File: config.mk
export PLATFORM = sky130hd
export DESIGN_NAME = tgfw_front
export DESIGN_NICKNAME = d
export VERILOG_FILES = /design/src/hw/rtl/tgfw_pkg.sv /design/src/hw/rtl/tgfw_front.sv
export SDC_FILE = /design/constraint.sdc
export NUM_CORES = 1
export LEC_CHECK = 0
export BUFFER_PORTS_ARGS = -buffer_cell sky130_fd_sc_hd__buf_4
export CAP_MARGIN = 30
export CORE_MARGIN = 10
export CORE_UTILIZATION = 40
export CTS_CLUSTER_SIZE = 25
export DETAILED_ROUTE_END_ITERATION = 6
export PLACE_DENSITY = 0.71
export SLEW_MARGIN = 20
export SYNTH_ARGS = -nofsm -noshare
export SYNTH_HDL_FRONTEND = slang
export SYNTH_SLANG_ARGS = --single-unit
export TNS_END_PERCENT = 100
File: constraint.sdc
create_clock -name clk -period 4.7 [get_ports clk]
set_input_delay 0.94 -clock clk [delete_from_list [all_inputs] [get_ports clk]]
set_output_delay 0.94 -clock clk [all_outputs]
set_load 0.005 [all_outputs]
File: src/hw/rtl/tgfw_pkg.sv
// shared types, constants and font table for the text glyph framebuffer writer
package tgfw_pkg;

    localparam int OP_W    = 2;
    localparam int CODE_W  = 8;
    localparam int OX_W    = 7;
    localparam int OY_W    = 6;
    localparam int RADDR_W = 10;
    // cursor registers: column reaches the frame width (up to 256) or origin plus a glyph
    localparam int COL_W   = 9;
    // row reaches the frame height (up to 128)
    localparam int ROW_W   = 8;
    localparam int GIDX_W  = 6;
    localparam int GLYPH_COUNT = 59;
    localparam logic [CODE_W-1:0] FIRST_CODE   = 8'd32;
    localparam logic [CODE_W-1:0] LAST_FONT    = 8'd90;
    localparam logic [CODE_W-1:0] NEWLINE_CODE = 8'd10;
    localparam int GLYPH_SIZE = 8;

    localparam logic [OP_W-1:0] OP_CLEAR = 2'd0;
    localparam logic [OP_W-1:0] OP_DRAW  = 2'd1;
    localparam logic [OP_W-1:0] OP_READ  = 2'd2;
    // unused code, no effect
    localparam logic [OP_W-1:0] OP_NOP   = 2'd3;

    typedef struct packed {
        logic [OP_W-1:0]    operation;
        logic [CODE_W-1:0]  char_code;
        logic               first_of_text;
        logic [OX_W-1:0]    origin_x;
        logic [OY_W-1:0]    origin_y;
        logic [RADDR_W-1:0] read_address;
    } item_t;

    typedef struct packed {
        logic [7:0] read_data;
        logic       text_stopped;
    } result_t;

    typedef enum logic [1:0] {
        CMD_NONE  = 2'd0,
        CMD_CLEAR = 2'd1,
        CMD_DRAW  = 2'd2,
        CMD_READ  = 2'd3
    } cmd_kind_t;

    typedef struct packed {
        cmd_kind_t          kind;
        logic               stopped;
        logic [GIDX_W-1:0]  gidx;
        logic [COL_W-1:0]   col;
        logic [ROW_W-1:0]   row;
        logic [RADDR_W-1:0] addr;
    } cmd_t;

    // queue status seen by the top level
    typedef struct packed {
        logic empty;
        logic full;
    } q_status_t;

    // font rows, row 0 first, bit 0 is the leftmost pixel
    localparam logic [7:0] FONT_ROM [GLYPH_COUNT][8] = '{
        '{'h00,'h00,'h00,'h00,'h00,'h00,'h00,'h00}, '{'h18,'h3C,'h3C,'h18,'h18,'h00,'h18,'h00},
        '{'h36,'h36,'h00,'h00,'h00,'h00,'h00,'h00}, '{'h36,'h36,'h7F,'h36,'h7F,'h36,'h36,'h00},
        '{'h0C,'h3E,'h03,'h1E,'h30,'h1F,'h0C,'h00}, '{'h00,'h63,'h33,'h18,'h0C,'h66,'h63,'h00},
        '{'h1C,'h36,'h1C,'h6E,'h3B,'h33,'h6E,'h00}, '{'h06,'h06,'h03,'h00,'h00,'h00,'h00,'h00},
        '{'h18,'h0C,'h06,'h06,'h06,'h0C,'h18,'h00}, '{'h06,'h0C,'h18,'h18,'h18,'h0C,'h06,'h00},
        '{'h00,'h66,'h3C,'hFF,'h3C,'h66,'h00,'h00}, '{'h00,'h0C,'h0C,'h3F,'h0C,'h0C,'h00,'h00},
        '{'h00,'h00,'h00,'h00,'h00,'h0C,'h06,'h00}, '{'h00,'h00,'h00,'h3F,'h00,'h00,'h00,'h00},
        '{'h00,'h00,'h00,'h00,'h00,'h0C,'h0C,'h00}, '{'h60,'h30,'h18,'h0C,'h06,'h03,'h01,'h00},
        '{'h3E,'h63,'h73,'h7B,'h6F,'h67,'h3E,'h00}, '{'h0C,'h0E,'h0C,'h0C,'h0C,'h0C,'h3F,'h00},
        '{'h1E,'h33,'h30,'h1C,'h06,'h33,'h3F,'h00}, '{'h1E,'h33,'h30,'h1C,'h30,'h33,'h1E,'h00},
        '{'h38,'h3C,'h36,'h33,'h7F,'h30,'h78,'h00}, '{'h3F,'h03,'h1F,'h30,'h30,'h33,'h1E,'h00},
        '{'h1C,'h06,'h03,'h1F,'h33,'h33,'h1E,'h00}, '{'h3F,'h33,'h30,'h18,'h0C,'h0C,'h0C,'h00},
        '{'h1E,'h33,'h33,'h1E,'h33,'h33,'h1E,'h00}, '{'h1E,'h33,'h33,'h3E,'h30,'h18,'h0E,'h00},
        '{'h00,'h0C,'h0C,'h00,'h00,'h0C,'h0C,'h00}, '{'h00,'h0C,'h0C,'h00,'h00,'h0C,'h06,'h00},
        '{'h18,'h0C,'h06,'h03,'h06,'h0C,'h18,'h00}, '{'h00,'h00,'h3F,'h00,'h00,'h3F,'h00,'h00},
        '{'h06,'h0C,'h18,'h30,'h18,'h0C,'h06,'h00}, '{'h1E,'h33,'h30,'h18,'h0C,'h00,'h0C,'h00},
        '{'h3E,'h63,'h7B,'h7B,'h7B,'h03,'h1E,'h00}, '{'h0C,'h1E,'h33,'h33,'h3F,'h33,'h33,'h00},
        '{'h3F,'h66,'h66,'h3E,'h66,'h66,'h3F,'h00}, '{'h3C,'h66,'h03,'h03,'h03,'h66,'h3C,'h00},
        '{'h1F,'h36,'h66,'h66,'h66,'h36,'h1F,'h00}, '{'h7F,'h46,'h16,'h1E,'h16,'h46,'h7F,'h00},
        '{'h7F,'h46,'h16,'h1E,'h16,'h06,'h0F,'h00}, '{'h3C,'h66,'h03,'h03,'h73,'h66,'h7C,'h00},
        '{'h33,'h33,'h33,'h3F,'h33,'h33,'h33,'h00}, '{'h1E,'h0C,'h0C,'h0C,'h0C,'h0C,'h1E,'h00},
        '{'h78,'h30,'h30,'h30,'h33,'h33,'h1E,'h00}, '{'h67,'h66,'h36,'h1E,'h36,'h66,'h67,'h00},
        '{'h0F,'h06,'h06,'h06,'h46,'h66,'h7F,'h00}, '{'h63,'h77,'h7F,'h7F,'h6B,'h63,'h63,'h00},
        '{'h63,'h67,'h6F,'h7B,'h73,'h63,'h63,'h00}, '{'h1C,'h36,'h63,'h63,'h63,'h36,'h1C,'h00},
        '{'h3F,'h66,'h66,'h3E,'h06,'h06,'h0F,'h00}, '{'h1E,'h33,'h33,'h33,'h3B,'h1E,'h38,'h00},
        '{'h3F,'h66,'h66,'h3E,'h36,'h66,'h67,'h00}, '{'h1E,'h33,'h07,'h0E,'h38,'h33,'h1E,'h00},
        '{'h3F,'h2D,'h0C,'h0C,'h0C,'h0C,'h1E,'h00}, '{'h33,'h33,'h33,'h33,'h33,'h33,'h3F,'h00},
        '{'h33,'h33,'h33,'h33,'h33,'h1E,'h0C,'h00}, '{'h63,'h63,'h63,'h6B,'h7F,'h77,'h63,'h00},
        '{'h63,'h63,'h36,'h1C,'h1C,'h36,'h63,'h00}, '{'h33,'h33,'h33,'h1E,'h0C,'h0C,'h1E,'h00},
        '{'h7F,'h63,'h31,'h18,'h4C,'h66,'h7F,'h00}
    };

endpackage

File: src/hw/rtl/tgfw_front.sv
// front end: cursor tracking and command classification
module tgfw_front #(
    parameter int FRAME_WIDTH  = 128,
    parameter int FRAME_HEIGHT = 64
) (
    input  logic          clk,
    input  logic          rst_n,
    input  logic          accept,
    input  tgfw_pkg::item_t item,
    output tgfw_pkg::cmd_t  cmd
);
    import tgfw_pkg::*;

    logic [COL_W-1:0] col_reg, col_next, ls_reg, ls_next;
    logic [ROW_W-1:0] row_reg, row_next;
    logic             halt_reg, halt_next;

    logic [COL_W-1:0] col_e, ls_e, col_1;
    logic [ROW_W-1:0] row_e, row_1, row_nl;
    logic             halt_e;
    logic [ROW_W:0]   row_1_sum;
    logic [COL_W:0]   col_sum;
    logic             printable;

    // row down one glyph, saturating at the frame height
    function automatic logic [ROW_W-1:0] down(input logic [ROW_W-1:0] r);
        logic [ROW_W:0] s;
        s = {1'b0, r} + (ROW_W+1)'(GLYPH_SIZE);
        if (s > (ROW_W+1)'(FRAME_HEIGHT))
            down = ROW_W'(FRAME_HEIGHT);
        else
            down = s[ROW_W-1:0];
    endfunction

    always_comb
    begin
        col_e  = item.first_of_text ? COL_W'(item.origin_x) : col_reg;
        ls_e   = item.first_of_text ? COL_W'(item.origin_x) : ls_reg;
        row_e  = item.first_of_text ? ROW_W'(item.origin_y) : row_reg;
        halt_e = item.first_of_text ? 1'b0 : halt_reg;
        row_nl = down(row_e);
        col_sum = {1'b0, col_e} + (COL_W+1)'(GLYPH_SIZE);
        if (col_sum > (COL_W+1)'(FRAME_WIDTH))
        begin
            col_1 = ls_e;
            row_1 = row_nl;
        end
        else
        begin
            col_1 = col_e;
            row_1 = row_e;
        end
        row_1_sum = {1'b0, row_1} + (ROW_W+1)'(GLYPH_SIZE);
        printable = (item.char_code >= FIRST_CODE) && (item.char_code <= LAST_FONT);

        col_next  = col_reg;
        row_next  = row_reg;
        ls_next   = ls_reg;
        halt_next = halt_reg;
        cmd.kind    = CMD_NONE;
        cmd.stopped = 1'b0;
        cmd.gidx    = GIDX_W'(item.char_code - FIRST_CODE);
        cmd.col     = col_1;
        cmd.row     = row_1;
        cmd.addr    = item.read_address;

        case (item.operation)
            OP_CLEAR: cmd.kind = CMD_CLEAR;
            OP_READ:  cmd.kind = CMD_READ;
            OP_DRAW:
            begin
                ls_next   = ls_e;
                halt_next = halt_e;
                col_next  = col_e;
                row_next  = row_e;
                if (halt_e)
                    cmd.stopped = 1'b1;
                else if (item.char_code == NEWLINE_CODE)
                begin
                    col_next = ls_e;
                    row_next = row_nl;
                end
                else
                begin
                    col_next = col_1;
                    row_next = row_1;
                    if (row_1_sum > (ROW_W+1)'(FRAME_HEIGHT))
                    begin
                        halt_next   = 1'b1;
                        cmd.stopped = 1'b1;
                    end
                    else
                    begin
                        col_next = col_1 + COL_W'(GLYPH_SIZE);
                        if (printable)
                            cmd.kind = CMD_DRAW;
                    end
                end
            end
            default: cmd.kind = CMD_NONE;
        endcase
    end

    always_ff @(posedge clk or negedge rst_n)
    begin
        if (!rst_n)
        begin
            col_reg  <= '0;
            row_reg  <= '0;
            ls_reg   <= '0;
            halt_reg <= 1'b0;
        end
        else if (accept)
        begin
            col_reg  <= col_next;
            row_reg  <= row_next;
            ls_reg   <= ls_next;
            halt_reg <= halt_next;
        end
    end

endmodule

; ---- Word-level counts from Yosys, hierarchy flattened
; Cells that the tools add are included.
[op_classes]
add_sub_neg = 5
n_lt_le_gt_ge = 5
n_eq_ne = 3
n_reduce_logical = 3
muxes = 22
[ops]
columns = cell, count
row1 = $mux 9, 6
row2 = $mux 8, 5
row3 = $add 8x4->9 const B, 2
row4 = $gt 9x7->1 const B, 2
row5 = $add 9x4->10 const B, 1
row6 = $gt 10x8->1 const B, 1
row7 = $add 9x4->9 const B, 1
row8 = $eq 8x4->1 const B, 1
row9 = $ge 8x6->1 const B, 1
row10 = $le 8x7->1 const B, 1
row11 = $mux 1, 6
row12 = $mux 2, 3
row13 = $pmux 2 s3, 1
row14 = $sub 6x6->6 const B, 1
row15 = $mux 3, 1
row16 = $eq 2x1->1 const B, 1
row17 = $eq 2x2->1 const B, 1
row18 = $logic_not 2->1, 1
row19 = $reduce_and 2->1, 1
row20 = $logic_and 1x1->1, 1
[totals]
inputBits = 37
reg_bits = 27
elab_cells = 42
out_inout_bits = 36

; ---- Logic depth before layout (Yosys ltp)
[logic_depth]
word_depth = 11
ltp_mapped = 16
mapped_depth_nobuf = 13

; ---- Worst setup path after synthesis
; Ideal clock, no wire load.
[synth_timing]
kind = input-to-output
start = input item[23] (netlist name)
end = output cmd[35] (netlist name)
path_buffers = 4
required_time_ns = 3.760
path_slack_ns = 0.360
arrival_ns = 3.400
path_stages = 13
cell_sequence = buf_6 buf_2 clkbuf_1 mux2i_1 inv_1 ha_1 and2_1 nor4_1 or2_2 buf_1 nand2b_1 mux2_4 o22ai_1
[synth_rtl]
columns = item, line
row1 = "start, declared", tgfw_front.sv:9  ; input tgfw_pkg::item_t item,
row2 = "end, declared", tgfw_front.sv:10  ; output tgfw_pkg::cmd_t cmd

==> impl_metrics.yaml <==
worst_hold_path:
  worst_hold_path_type: "reg2reg"
  min_delay_path_depth: 2
synth:
  synth_top_cell_area_share_pct: 29.2
  postSynth.topFlopCell: "dfrtp_1"
  synthesis.instances: 275
  synthesis.yosys.warnings: 0
  synthesis.area_per_instance_um2: 8.42
  synth_area_mm2: 0.00232
  synth_edf_count: 0
  synth.distinct_cells: 56
  part_of_the_yosys_area_used_for_sequential_elements_pct: 29.2
  top_area_cells_in_the_synthesized_netlist: "dfrtp_1 29%, mux2i_1 7.8%, mux2_2 6.3%"
  postSynthRegisterBits: 27
  synth-async-reset-ratio_pct: 100
  syn_nets: 315
  synth.largest_area_cell: "dfrtp_1"
clocking:
  cts_resized: 0
  sinks_on_clock_net: 27
  tritoncts.num_buffers: 3
  cts.clk_slew.worst_paths_ps: 100
  clk_root_buffer_cell: "clkbuf_8"
  max_root_sink_buffers: 2
  cts.repair_timing.setup_buffer_count: 0
  cts_hold_repair.buffers: 0
  clock_insertion_delay_worst_skew_ps: 280
  cts_max_level: 1
  cts_tree: "yes"
setup_path:
  worstRegToRegCells: 13
  worst-endpoint-arrival_ps: 3360
  cp.required_ps: 3760
  critPathKind: "in2out"
  crit_fanout: 17
  critPathCaptureType: "primary output"
  start_kind: "input port"
detailed_routing:
  dr_total_vias: 2183
  drt-initial-drc-count: 147
  drt_wl_total_mm: 6.42
  drt_drc_violations_left: 0
  wl_per_cell_um: 16.8
  drt-vias-per-instance: 5.71
  ant_nets: 0
  firstDrtPassIters: 4
job:
  cap_violations: 0
cells_and_area:
  area_delta_synth_final_pct: 15.5
  sequential_cell_area_um2: 676
  fillCellCount: 546
  layout.nets: 351
  final_core_utilization_pct: 48.0
  multiInputGateArea_mm2: 0.00139
  fraction_of_final_layout_cells_with_drive_strength_greater_than_1_pct: 26.8
  n_antenna_cell: 0
sta:
  fmax_mhz: 233
  final_hold_viol_count: 0
  period_needed_ps: 4300
  post_route_clock_skew_ps: 3.78
  unrepaired_setup_endpoints_after_global_routing: "false"
  setup-tns-final_ps: 0
  finalSetupViolations: 0
  maxSlewViolCount: 0
  hold_ws_ps: 494
  max-slew-margin-rel_pct: 59.1
  worst-slew-pin-transition_ps: 612
  final.period_utilization_pct: 91.4
global_routing:
  number_of_antenna_violations_at_the_first_check_in_global_routing: 0
  grt_pass1_vias: 2204
  grt_first_pass_wirelength_mm: 10.7
  grt_max_degree: 28
  grt_remaining_overflow: 0
  grt.total_usage_pct: 14.3
place:
  port_buffer_cells: 52
  dp_hpwl_mm: 4.97
  gp_routability_congestion: 0.881
status:
  result_of_the_run: "finished clean"
floorplan:
  floorplan.die.height_um: 96.1
  coreArea_mm2: 0.00557
  rows: 27
  die-width_um: 96.1
  initial_utilization_pct: 41.5
  dieArea_mm2: 0.00923
  io-pin-count: 73
power_and_ir_drop:
  power.density_cell_area_mw_per_mm2: 442
  peakVddDrop_mv: 0.164
  power.leakage_nw: 1.23
-- report_power, final --
part,internal (W),total (W),leakage (nW),switching (W)
sequential,0.000303,0.000377,0.338,0.0000743
clock,0.0000604,0.000142,0.0217,0.0000817
combinational,0.000324,0.000663,0.874,0.000339
-- worst paths after layout --
kind / from / to / slack (ps)
setup / recovery: item[23] / cmd[20] / 400
hold / removal: ls_reg[3] / ls_reg[3] / 490
setup reg to reg: col_reg[3] / col_reg[7] / 1170
hold reg to reg: ls_reg[3] / ls_reg[3] / 490
max in group asynchronous: rst_n / col_reg[6] / 3870
min in group asynchronous: rst_n / col_reg[3] / 560
-- metrics by stage --
| stage | instance area, um2 | power (W) | setup slack (ps) | std cells |
|---|---|---|---|---|
| detailed placement | 2630 | 0.00104 | 380 | 378 |
| finish | 2680 | 0.00118 | 402 | 382 |
| global route | 2680 | 0.00128 | 220 | 382 |
| floorplan | 2320 | 0.000863 | 360 | 275 |
| CTS | 2680 | 0.00119 | 418 | 382 |
| global placement | 2630 | 0.00103 | 476 | 378 |
-- layer usage --
| metal | GRT usage, % | vias up | part of all wire, % | routed length, um |
|---|---|---|---|---|
| met3 | 2.88 | 6 | 6.7 | 431 |
| met4 | 4.42 | 0 | 1.3 | 82 |
| met1 | 19.5 | 1044 | 46 | 2950 |
| met5 | 0 | - | 0 | 0 |
| met2 | 22.1 | 78 | 46 | 2960 |
| li1 | - | 1055 | - | - |
-- cells in the mapped netlist, types with 2 or more instances --
| cell | count |
|---|---|
| nor2_1 | 16 |
| and2_1 | 9 |
| o22a_1 | 2 |
| clkbuf_1 | 4 |
| buf_4 | 15 |
| o21ai_0 | 18 |
| nor4_1 | 2 |
| nand2b_1 | 3 |
| nor3b_1 | 3 |
| mux2_2 | 13 |
| and3_1 | 4 |
| buf_12 | 2 |
| buf_2 | 2 |
| o22ai_1 | 8 |
| a21oi_1 | 21 |
| nand3_1 | 13 |
| a21o_1 | 3 |
| nand2_1 | 27 |
| mux2i_1 | 18 |
| inv_1 | 10 |
| or2_2 | 2 |
| xor2_1 | 3 |
| dfrtp_1 | 27 |
| nand4_1 | 2 |
| nor3_1 | 6 |
| ha_1 | 3 |
| a31oi_1 | 3 |
| o21ai_1 | 6 |
| a32o_1 | 3 |
-- cell type report --
| class | count | area share [%] |
|---|---|---|
| Tap cell | 72 | 3.37 |
| Clock inverter | 1 | 0.281 |
| Timing Repair Buffer | 57 | 16.0 |
| Clock buffer | 3 | 1.54 |
| Inverter | 11 | 1.54 |
| Sequential cell | 27 | 25.3 |
| Multi-Input combinational cell | 211 | 52.0 |
-- critical path, cell delays in order --
cell and delay (ps):
buf_4 220, mux2i_1 250, inv_1 70, ha_1 220, o311ai_0 430, o221a_4 270
and2_4 250, buf_4 250, mux2i_1 190, o21ai_0 110, buf_4 160
-- cells by family after synthesis --
group	Yosys count	synth area share (%)
multiplexers	32	14.7
adder cells (fa/ha/maj)	3	1.62
AND/OR/NAND/NOR	96	21.3
flip-flops	27	29.2
AO/OA/AOI/OAI	76	20.9
XOR/XNOR	4	1.51
buffers and inverters	37	10.8
-- placed cells by master, fill, tap and decap left out, types with 3 or more instances in the layout --
cell type	netlist	final
a21o_1	3	3
a21oi_1	21	21
a31oi_1	3	3
a32o_1	3	3
and2_1	9	9
and3_1	4	4
buf_4	15	57
clkbuf_8	0	3
dfrtp_1	27	27
ha_1	3	3
inv_1	10	10
mux2_2	13	13
mux2i_1	18	18
nand2_1	27	27
nand2b_1	3	3
nand3_1	13	13
nor2_1	16	16
nor3_1	6	6
nor3b_1	3	3
o21ai_0	18	18
o21ai_1	6	6
o22ai_1	8	8
xor2_1	3	3
(Power assumes the default switching activity.)
