$ cat src/hw/rtl/tgfw_pkg.sv
// shared types, constants and font table for the text glyph framebuffer writer
package tgfw_pkg;

    localparam int OP_W    = 2;
    localparam int CODE_W  = 8;
    localparam int OX_W    = 7;
    localparam int OY_W    = 6;
    localparam int RADDR_W = 10;
    // cursor registers: column reaches the frame width (up to 256) or origin plus a glyph
    localparam int COL_W   = 9;
    // row reaches the frame height (up to 128)
    localparam int ROW_W   = 8;
    localparam int GIDX_W  = 6;
    localparam int GLYPH_COUNT = 59;
    localparam logic [CODE_W-1:0] FIRST_CODE   = 8'd32;
    localparam logic [CODE_W-1:0] LAST_FONT    = 8'd90;
    localparam logic [CODE_W-1:0] NEWLINE_CODE = 8'd10;
    localparam int GLYPH_SIZE = 8;

    localparam logic [OP_W-1:0] OP_CLEAR = 2'd0;
    localparam logic [OP_W-1:0] OP_DRAW  = 2'd1;
    localparam logic [OP_W-1:0] OP_READ  = 2'd2;
    // unused code, no effect
    localparam logic [OP_W-1:0] OP_NOP   = 2'd3;

    typedef struct packed {
        logic [OP_W-1:0]    operation;
        logic [CODE_W-1:0]  char_code;
        logic               first_of_text;
        logic [OX_W-1:0]    origin_x;
        logic [OY_W-1:0]    origin_y;
        logic [RADDR_W-1:0] read_address;
    } item_t;

    typedef struct packed {
        logic [7:0] read_data;
        logic       text_stopped;
    } result_t;

    typedef enum logic [1:0] {
        CMD_NONE  = 2'd0,
        CMD_CLEAR = 2'd1,
        CMD_DRAW  = 2'd2,
        CMD_READ  = 2'd3
    } cmd_kind_t;

    typedef struct packed {
        cmd_kind_t          kind;
        logic               stopped;
        logic [GIDX_W-1:0]  gidx;
        logic [COL_W-1:0]   col;
        logic [ROW_W-1:0]   row;
        logic [RADDR_W-1:0] addr;
    } cmd_t;

    // queue status seen by the top level
    typedef struct packed {
        logic empty;
        logic full;
    } q_status_t;

    // font rows, row 0 first, bit 0 is the leftmost pixel
    localparam logic [7:0] FONT_ROM [GLYPH_COUNT][8] = '{
        '{'h00,'h00,'h00,'h00,'h00,'h00,'h00,'h00}, '{'h18,'h3C,'h3C,'h18,'h18,'h00,'h18,'h00},
        '{'h36,'h36,'h00,'h00,'h00,'h00,'h00,'h00}, '{'h36,'h36,'h7F,'h36,'h7F,'h36,'h36,'h00},
        '{'h0C,'h3E,'h03,'h1E,'h30,'h1F,'h0C,'h00}, '{'h00,'h63,'h33,'h18,'h0C,'h66,'h63,'h00},
        '{'h1C,'h36,'h1C,'h6E,'h3B,'h33,'h6E,'h00}, '{'h06,'h06,'h03,'h00,'h00,'h00,'h00,'h00},
        '{'h18,'h0C,'h06,'h06,'h06,'h0C,'h18,'h00}, '{'h06,'h0C,'h18,'h18,'h18,'h0C,'h06,'h00},
        '{'h00,'h66,'h3C,'hFF,'h3C,'h66,'h00,'h00}, '{'h00,'h0C,'h0C,'h3F,'h0C,'h0C,'h00,'h00},
        '{'h00,'h00,'h00,'h00,'h00,'h0C,'h06,'h00}, '{'h00,'h00,'h00,'h3F,'h00,'h00,'h00,'h00},
        '{'h00,'h00,'h00,'h00,'h00,'h0C,'h0C,'h00}, '{'h60,'h30,'h18,'h0C,'h06,'h03,'h01,'h00},
        '{'h3E,'h63,'h73,'h7B,'h6F,'h67,'h3E,'h00}, '{'h0C,'h0E,'h0C,'h0C,'h0C,'h0C,'h3F,'h00},
        '{'h1E,'h33,'h30,'h1C,'h06,'h33,'h3F,'h00}, '{'h1E,'h33,'h30,'h1C,'h30,'h33,'h1E,'h00},
        '{'h38,'h3C,'h36,'h33,'h7F,'h30,'h78,'h00}, '{'h3F,'h03,'h1F,'h30,'h30,'h33,'h1E,'h00},
        '{'h1C,'h06,'h03,'h1F,'h33,'h33,'h1E,'h00}, '{'h3F,'h33,'h30,'h18,'h0C,'h0C,'h0C,'h00},
        '{'h1E,'h33,'h33,'h1E,'h33,'h33,'h1E,'h00}, '{'h1E,'h33,'h33,'h3E,'h30,'h18,'h0E,'h00},
        '{'h00,'h0C,'h0C,'h00,'h00,'h0C,'h0C,'h00}, '{'h00,'h0C,'h0C,'h00,'h00,'h0C,'h06,'h00},
        '{'h18,'h0C,'h06,'h03,'h06,'h0C,'h18,'h00}, '{'h00,'h00,'h3F,'h00,'h00,'h3F,'h00,'h00},
        '{'h06,'h0C,'h18,'h30,'h18,'h0C,'h06,'h00}, '{'h1E,'h33,'h30,'h18,'h0C,'h00,'h0C,'h00},
        '{'h3E,'h63,'h7B,'h7B,'h7B,'h03,'h1E,'h00}, '{'h0C,'h1E,'h33,'h33,'h3F,'h33,'h33,'h00},
        '{'h3F,'h66,'h66,'h3E,'h66,'h66,'h3F,'h00}, '{'h3C,'h66,'h03,'h03,'h03,'h66,'h3C,'h00},
        '{'h1F,'h36,'h66,'h66,'h66,'h36,'h1F,'h00}, '{'h7F,'h46,'h16,'h1E,'h16,'h46,'h7F,'h00},
        '{'h7F,'h46,'h16,'h1E,'h16,'h06,'h0F,'h00}, '{'h3C,'h66,'h03,'h03,'h73,'h66,'h7C,'h00},
        '{'h33,'h33,'h33,'h3F,'h33,'h33,'h33,'h00}, '{'h1E,'h0C,'h0C,'h0C,'h0C,'h0C,'h1E,'h00},
        '{'h78,'h30,'h30,'h30,'h33,'h33,'h1E,'h00}, '{'h67,'h66,'h36,'h1E,'h36,'h66,'h67,'h00},
        '{'h0F,'h06,'h06,'h06,'h46,'h66,'h7F,'h00}, '{'h63,'h77,'h7F,'h7F,'h6B,'h63,'h63,'h00},
        '{'h63,'h67,'h6F,'h7B,'h73,'h63,'h63,'h00}, '{'h1C,'h36,'h63,'h63,'h63,'h36,'h1C,'h00},
        '{'h3F,'h66,'h66,'h3E,'h06,'h06,'h0F,'h00}, '{'h1E,'h33,'h33,'h33,'h3B,'h1E,'h38,'h00},
        '{'h3F,'h66,'h66,'h3E,'h36,'h66,'h67,'h00}, '{'h1E,'h33,'h07,'h0E,'h38,'h33,'h1E,'h00},
        '{'h3F,'h2D,'h0C,'h0C,'h0C,'h0C,'h1E,'h00}, '{'h33,'h33,'h33,'h33,'h33,'h33,'h3F,'h00},
        '{'h33,'h33,'h33,'h33,'h33,'h1E,'h0C,'h00}, '{'h63,'h63,'h63,'h6B,'h7F,'h77,'h63,'h00},
        '{'h63,'h63,'h36,'h1C,'h1C,'h36,'h63,'h00}, '{'h33,'h33,'h33,'h1E,'h0C,'h0C,'h1E,'h00},
        '{'h7F,'h63,'h31,'h18,'h4C,'h66,'h7F,'h00}
    };

endpackage

$ cat src/hw/rtl/tgfw_queue.sv
// two-entry command queue between front and back
module tgfw_queue (
    input  logic                 clk,
    input  logic                 rst_n,
    input  logic                 push,
    input  tgfw_pkg::cmd_t       din,
    input  logic                 pop,
    output tgfw_pkg::cmd_t       dout,
    output tgfw_pkg::q_status_t  status
);
    import tgfw_pkg::*;

    cmd_t       entry_reg [2];
    logic       wr_ptr_reg, rd_ptr_reg;
    logic [1:0] count_reg;

    assign dout         = entry_reg[rd_ptr_reg];
    assign status.empty = (count_reg == 2'd0);
    assign status.full  = (count_reg == 2'd2);

    always_ff @(posedge clk)
    begin
        if (push)
            entry_reg[wr_ptr_reg] <= din;
    end

    always_ff @(posedge clk or negedge rst_n)
    begin
        if (!rst_n)
        begin
            wr_ptr_reg <= 1'b0;
            rd_ptr_reg <= 1'b0;
            count_reg  <= 2'd0;
        end
        else
        begin
            if (push)
                wr_ptr_reg <= ~wr_ptr_reg;
            if (pop)
                rd_ptr_reg <= ~rd_ptr_reg;
            count_reg <= count_reg + {1'b0, push} - {1'b0, pop};
        end
    end

endmodule

$ cat config.mk
export PLATFORM = sky130hd
export DESIGN_NAME = tgfw_queue
export DESIGN_NICKNAME = d
export VERILOG_FILES = /design/src/hw/rtl/tgfw_pkg.sv /design/src/hw/rtl/tgfw_queue.sv
export SDC_FILE = /design/constraint.sdc
export NUM_CORES = 1
export LEC_CHECK = 0
export ABC_CLOCK_PERIOD_IN_PS = 2400
export BUFFER_PORTS_ARGS = -buffer_cell sky130_fd_sc_hd__buf_2
export CAP_MARGIN = 20
export CORE_AREA = 2 2 84 86
export DETAILED_ROUTE_END_ITERATION = 7
export DIE_AREA = 0 0 86 88
export PLACE_DENSITY = 0.72
export SLEW_MARGIN = 20
export SYNTH_ARGS = -nofsm -noshare
export SYNTH_HDL_FRONTEND = slang
export SYNTH_SLANG_ARGS = --single-unit
$ cat constraint.sdc
create_clock -name clk -period 2.4 [get_ports clk]
set_input_delay 0.72 -clock clk [delete_from_list [all_inputs] [get_ports clk]]
set_output_delay 0.72 -clock clk [all_outputs]
set_load 0.05 [all_outputs]
======== Yosys cells after proc, flatten, opt, wreduce, memory -nomap -nowiden ========
Memory sizes are Yosys's and may differ from the RTL's.
Cells that the tools add are included.
storage, ports and cells
  input bits .............................. 40
  RAM bits ................................ 72
  memories ................................ 1
  bits in registers ....................... 4
memories
  name       depth  width  rd ports  clocked after memory_dff  wr ports  line              source
  entry_reg  2      36     1         0                         1         tgfw_queue.sv:13  cmd_t entry_reg [2];
operators by class
  eq/ne operators ......................... 1
  add/sub/neg operators ................... 2
  bitwise logic cells ..................... 2
  multiplexer cells ....................... 2
  reductions and logical operators ........ 1
operators by type and width
  operator                                     count
  2-bit by 1-bit adder with 2-bit output       1
  2-bit equality test (second input constant)  1
  2-bit zero test                              1
  1-bit 2-to-1 mux                             2
  1-bit NOT                                    2
  2-bit by 1-bit subtractor with 2-bit output  1

======== Logic depth before layout (Yosys ltp) ========
Gate-level depths: netlist of the first run.
  word-level depth ........................ 2
  mapped depth ............................ 5
  gate-level depth less buffers ........... 5

======== Least setup slack after synthesis of the first run ========
No wires, ideal clock.
  path type ............................... input-to-reg
  start point ............................. in push
  end point ............................... mem entry_reg[0][0] (netlist bit) (enable)
  library setup time ...................... 0.434 ns
  arrival ................................. 2.338 ns
  required time ........................... 1.966 ns
  stages on the path ...................... 1
  setup slack ............................. -0.372 ns
  cells stage by stage .................... nor2b_1
on the way
  longest elaborated chain between the ends .. 2
RTL lines
  item                                    line              source
  start, declared                         tgfw_queue.sv:5   input logic push,
  1-bit 2-to-1 mux                        tgfw_queue.sv:23  if (push)
  1-bit 2-to-1 mux (implied by the code)  tgfw_queue.sv:24  entry_reg[wr_ptr_reg] <= din;
  end, declared                           tgfw_queue.sv:13
No other way between the ends.

==> summary.md, run 1 <==
| Metric | Value |
|---|---|
| Final Hold Slack | 179.8 ps |
| Avg Vias per Cell | 4.719 |
| Fmax | 447.7 MHz |
| Clock-pin slew on the worst setup and hold paths | 70 ps |
| Power Density | 1390 nW/um^2 |
| Mapped Area | 2944 um^2 |
| Clk network pwr share | 19.8% |
| R2R Setup Slk | 1190 ps |
| Nets | 259 |
| IO Count | 78 |
| Total GRT Usage | 12.38% |
| Dpl cell area | 3426 um^2 |
| Sequential cell area | 2263 um^2 |
| Fillers | 524 |
| Worst IR Drop VDD | 0.0006795 V |
| Initial DRC count | 45 |
| TritonRoute pass-1 iters | 4 |
| Seq/Total Area, Yosys | 76.84% |
| Dpl hpwl | 3108 um |
| Most common cell after layout, fill and taps aside | buf_2 |
| Total congestion overflow | 0 |
| Most frequent cells in the layout | buf_2 (77), edfxtp_1 (72), mux2_4 (29) |
| Post-CTS Setup Bufs | 0 |
| Routed Antenna Nets | 0 |
| Fin util | 54.69% |
| Post-CTS resize count | 0 |
| Layout area overhead | 23.42% |
| Leak Pwr | 1.492 nW |
| Ant diodes | 0 |
| Hold_buf cts | 0 |
| Routability congestion estimate | 0.6740 |
| Largest net degree at the start of global routing | 28 |
| Vias | 1425 |
| Vias in the first global route | 1367 |
| Core ar. | 6644 um^2 |
| Logic pwr share | 43.5% |
| Clock H-tree levels | 3 |
| Full die area | 7568 um^2 |
| Syn_nets | 169 |
| Pre-CTS setup slack | 510.3 ps |
| Fin area | 3633 um^2 |
| Max reg flops | 72 |
| Arr. time, crit path | 1510 ps |
| Sw Ratio | 39.08% |
| RSZ-0062 raised after global routing | no |
| Layout cells sized above 1 | 60.81% |
| Total power | 5.049 mW |
| Endpoint class of the critical path | primary output |
| Share of power burned in registers | 36.7% |
| Crit Path Class | reg -> out |
| First-pass GRT wire length | 6665 um |
| Worst hold path class | in -> async |
| Clock Skews | 7.978 ps |
| Worst-Margin Slew | 279.4 ps |
| Die height | 88 um |
| Synthesized instance count | 127 |
| # DRC | 0 |
| Synth cell types | 13 |
| Die X | 86 um |
| Maxcap violations | 0 |
| Initial cell density of the core | 44.31% |
| Final hold vios | 0 |
| Yosys warnings | 0 |
| Status | finished clean |
| Avg Cell Area, Syn | 23.18 um^2 |
| Port Buf Inserts | 77 |
| CTS tree | built |
| Endpoints failing setup | 0 |
| Worst-Skew Late Latency | 340 ps |
| Clk sink count | 76 |
| Initial antenna violation count | 0 |
| Setup_tns | 0 ps |
| P_int | 3.076 mW |
| Worst EP required | 1680 ps |
| Max-slew headroom | 81.37% |
| Non-Filler Instances | 302 |
| Clk buf depth | 2 |
| CP Max Fanout | 27 |
| Area of the multi-input gates | 611.8 um^2 |
| Flop and latch count out of synthesis | 76 |
| Net Switching | 1.973 mW |
| Max-slew violations | 0 |
| Num CTS Buffers | 9 |
| Final WL | 4577 um |
| Placed insts | 286 |
| Fin crit share | 93.06% |
| Drt wl/cell | 15.16 um |
| Tmin final | 2233 ps |
| Worst Setup Slack, final | 166.6 ps |
| Worst setup SP type | flip-flop |
| Row count | 30 |
| Root Driver | clkbuf_8 |
==> synth_stat cells <==
master / number / share of area, %
xor3_1: 1 / 0.81
edfxtp_1: 72 / 73
ha_1: 2 / 0.85
mux2_4: 29 / 15
nor2b_1: 2 / 0.42
buf_12: 3 / 2.0
and2_1: 1 / 0.21
nor2_1: 1 / 0.13
mux2_2: 7 / 2.7
inv_1: 2 / 0.26
buf_6: 1 / 0.38
dfrtp_1: 4 / 3.4
xor2_1: 2 / 0.60
==> power groups by stage <==
stage | logic, mW | clock network, mW | registers, mW
after floorplan | 1.90 | 0 | 1.86
after global placement | 2.21 | 0 | 1.87
after global routing | 2.30 | 1.09 | 1.88
after detailed placement | 2.22 | 0 | 1.89
after CTS | 2.22 | 1.03 | 1.86
final | 2.19 | 1.00 | 1.85
==> per-layer routing <==
| metal | share of wire [%] | GRT usage (%) |
|---|---|---|
| met5 | 0 | 0 |
| met4 | 2.8 | 7.792 |
| met3 | 6.2 | 4.430 |
| met2 | 48 | 19.38 |
| met1 | 43 | 14.63 |
==> cell families after synthesis <==
group	Yosys count	synth area share [%]
and+or+nand+nor	4	0.7649
xor gates and xnor gates	3	1.402
muxes	36	17.47
buffers and inverters	6	2.678
adders and majority gates	2	0.8498
DFF	76	76.84
==> critical path: stages (launching register included) <==
cell and delay (ps):
dfrtp_2 380, buf_12 220, mux2_2 350, buf_2 210
==> layout make-up <==
type	instances	area share [%]
Clock buffer	11	3.616
Sequential cell	76	62.29
Multi-Input combinational cell	45	16.84
Inverter	2	0.2066
Timing Repair Buffer	83	12.19
Tap cell	80	2.755
Clock inverter	5	2.101
==> final timing paths <==
| path | start | to | cells after the start |
|---|---|---|---|
| worst max-delay path | rd_ptr_reg | dout[35] | 3 |
| worst min register to register | wr_ptr_reg | wr_ptr_reg | 1 |
| worst max register to register | wr_ptr_reg | entry_reg[1][21] | 2 |
| max in group asynchronous | rst_n | rd_ptr_reg | 1 |
| worst min-delay path | rst_n | rd_ptr_reg | 1 |
| min in group clk | wr_ptr_reg | wr_ptr_reg | 1 |
(Power assumes the default switching activity.)
==> run 2: changes to the inputs <==
CORE_AREA = 2 2 103 105   (was 2 2 84 86)
DIE_AREA = 0 0 105 107   (was 0 0 86 88)
MAX_ROUTING_LAYER = met4   (was not set)
PLACE_DENSITY = not set   (was 0.72)
==> run 2 against run 1 <==
Sequential cell count unchanged; critical path depth unchanged; combinational power about the same; total power down 1.2%; critical endpoint is now dout[2].
==> summary.md, run 2 (synthesis results as in run 1) <==
| Metric | Value |
|---|---|
| Status | finished clean |
| Most common cell after layout, fill and taps aside | buf_2 |
| Fin util | 36.59% (-18 points) |
| Tmin final | 2305 ps (+71.66 ps) |
| Dpl cell area | 3501 um^2 (+2.2%) |
| Clk buf depth | 2 (unchanged) |
| Worst setup SP type | flip-flop |
| Endpoint class of the critical path | primary output |
| Max-slew headroom | 72.78% (-8.6 points) |
| RSZ-0062 raised after global routing | no |
| Final Hold Slack | 168.9 ps (-10.86 ps) |
| # DRC | 0 (unchanged) |
| Post-CTS Setup Bufs | 0 (unchanged) |
| Root Driver | clkbuf_8 |
| Maxcap violations | 0 (unchanged) |
| Row count | 37 (+23%) |
| Worst IR Drop VDD | 0.0006974 V (+2.6%) |
| Fin area | 3692 um^2 (+1.6%) |
| Clk sink count | 76 (unchanged) |
| Clock Skews | 6.817 ps (-1.162 ps) |
| Clock-pin slew on the worst setup and hold paths | 70 ps (about the same) |
| Leak Pwr | 1.482 nW (-0.66%) |
| Max reg flops | 72 (unchanged) |
| Worst hold path class | in -> async |
| Final WL | 4815 um (+5.2%) |
| Layout area overhead | 25.41% |
| Setup_tns | 0 ps (unchanged) |
| Pre-CTS setup slack | 434.2 ps (-76.07 ps) |
| Placed insts | 341 (+19%) |
| Final hold vios | 0 (unchanged) |
| Core ar. | 10090 um^2 (+52%) |
| Initial cell density of the core | 29.17% (-15 points) |
| Die X | 105 um (+22%) |
| Endpoints failing setup | 0 (unchanged) |
| Total GRT Usage | 9.177% (-3.2 points) |
| Post-CTS resize count | 0 (unchanged) |
| Most frequent cells in the layout | buf_2 (77), edfxtp_1 (72), mux2_4 (29) |
| Initial antenna violation count | 0 (unchanged) |
| Routed Antenna Nets | 0 (unchanged) |
| Worst-Margin Slew | 408.3 ps (+128.9 ps) |
| Drt wl/cell | 13.49 um (-11%) |
| Full die area | 11240 um^2 (+48%) |
| Worst Setup Slack, final | 94.94 ps (-71.66 ps) |
| Worst EP required | 1680 ps (about the same) |
| Initial DRC count | 32 (-29%) |
| Clock H-tree levels | 3 (unchanged) |
| Routability congestion estimate | 0.6422 (-4.7%) |
| Crit Path Class | reg -> out |
| Largest net degree at the start of global routing | 24 (-14%) |
| Dpl hpwl | 3331 um (+7.2%) |
| Worst-Skew Late Latency | 340 ps (about the same) |
| Ant diodes | 0 (unchanged) |
| Avg Vias per Cell | 4.000 (-15%) |
| CP Max Fanout | 14 (-48%) |
| TritonRoute pass-1 iters | 4 (unchanged) |
| Num CTS Buffers | 9 (unchanged) |
| Die height | 107 um (+22%) |
| Total congestion overflow | 0 (unchanged) |
| Power Density | 1352 nW/um^2 (-2.7%) |
| Fin crit share | 96.04% (+3.0 points) |
| Hold_buf cts | 0 (unchanged) |
| Non-Filler Instances | 357 (+18%) |
| Vias | 1428 (+0.21%) |
| First-pass GRT wire length | 7403 um (+11%) |
| Vias in the first global route | 1518 (+11%) |
| CTS tree | built |
| Fmax | 433.8 MHz (-3.1%) |
| Max-slew violations | 0 (unchanged) |
| Port Buf Inserts | 77 (unchanged) |
| IO Count | 78 (unchanged) |
| Arr. time, crit path | 1590 ps (+80 ps) |
| Layout cells sized above 1 | 61.54% (+0.73 points) |
| Total power | 4.990 mW (-1.2%) |
| Nets | 258 (-0.39%) |
## run 2: routing by layer
metal  up-vias  wire, um  part of all wire, %  global-route usage (%)
li1        670         -                    -                       -
met1       698      1865                   39                   9.183
met2        49      2555                   53                   15.96
met3        11       280                  5.8                   2.857
met4         0       112                  2.3                   5.143
met5         -         0                    0                       -
## run 2: power by group
group          internal [mW]  switching, mW  leakage, nW
Sequential              1.77         0.0818        0.721
Combinational          0.735           1.48        0.668
Clock                  0.474          0.454       0.0926
## run 2: cell type report
type | instances | area, um^2
inverters | 2 | 7.507
clock buffers | 9 | 123.9
repair buffers | 82 | 447.9
multi-input cells | 45 | 611.8
well taps | 136 | 170.2
clock inverters | 7 | 67.56
fillers | 1006 | 6400
flip-flops and latches | 76 | 2263
## run 2: path summary, 6_finish.rpt
path / endpoint / slack [ps] / startpoint / depth (start not counted)
worst max register to register: entry_reg[1][8] / 1000 / wr_ptr_reg / 2
worst max-delay path: dout[2] / 90 / rd_ptr_reg / 3
worst min-delay path: count_reg[0] / 170 / rst_n / 1
min in group clk: wr_ptr_reg / 540 / wr_ptr_reg / 1
worst min register to register: wr_ptr_reg / 540 / wr_ptr_reg / 1
max in group asynchronous: rd_ptr_reg / 2100 / rst_n / 1
## run 2: worst max-delay path, stage by stage, from the launching register on
cell and delay, ps:
dfrtp_2 390, buf_4 280, mux2_2 370, buf_2 210
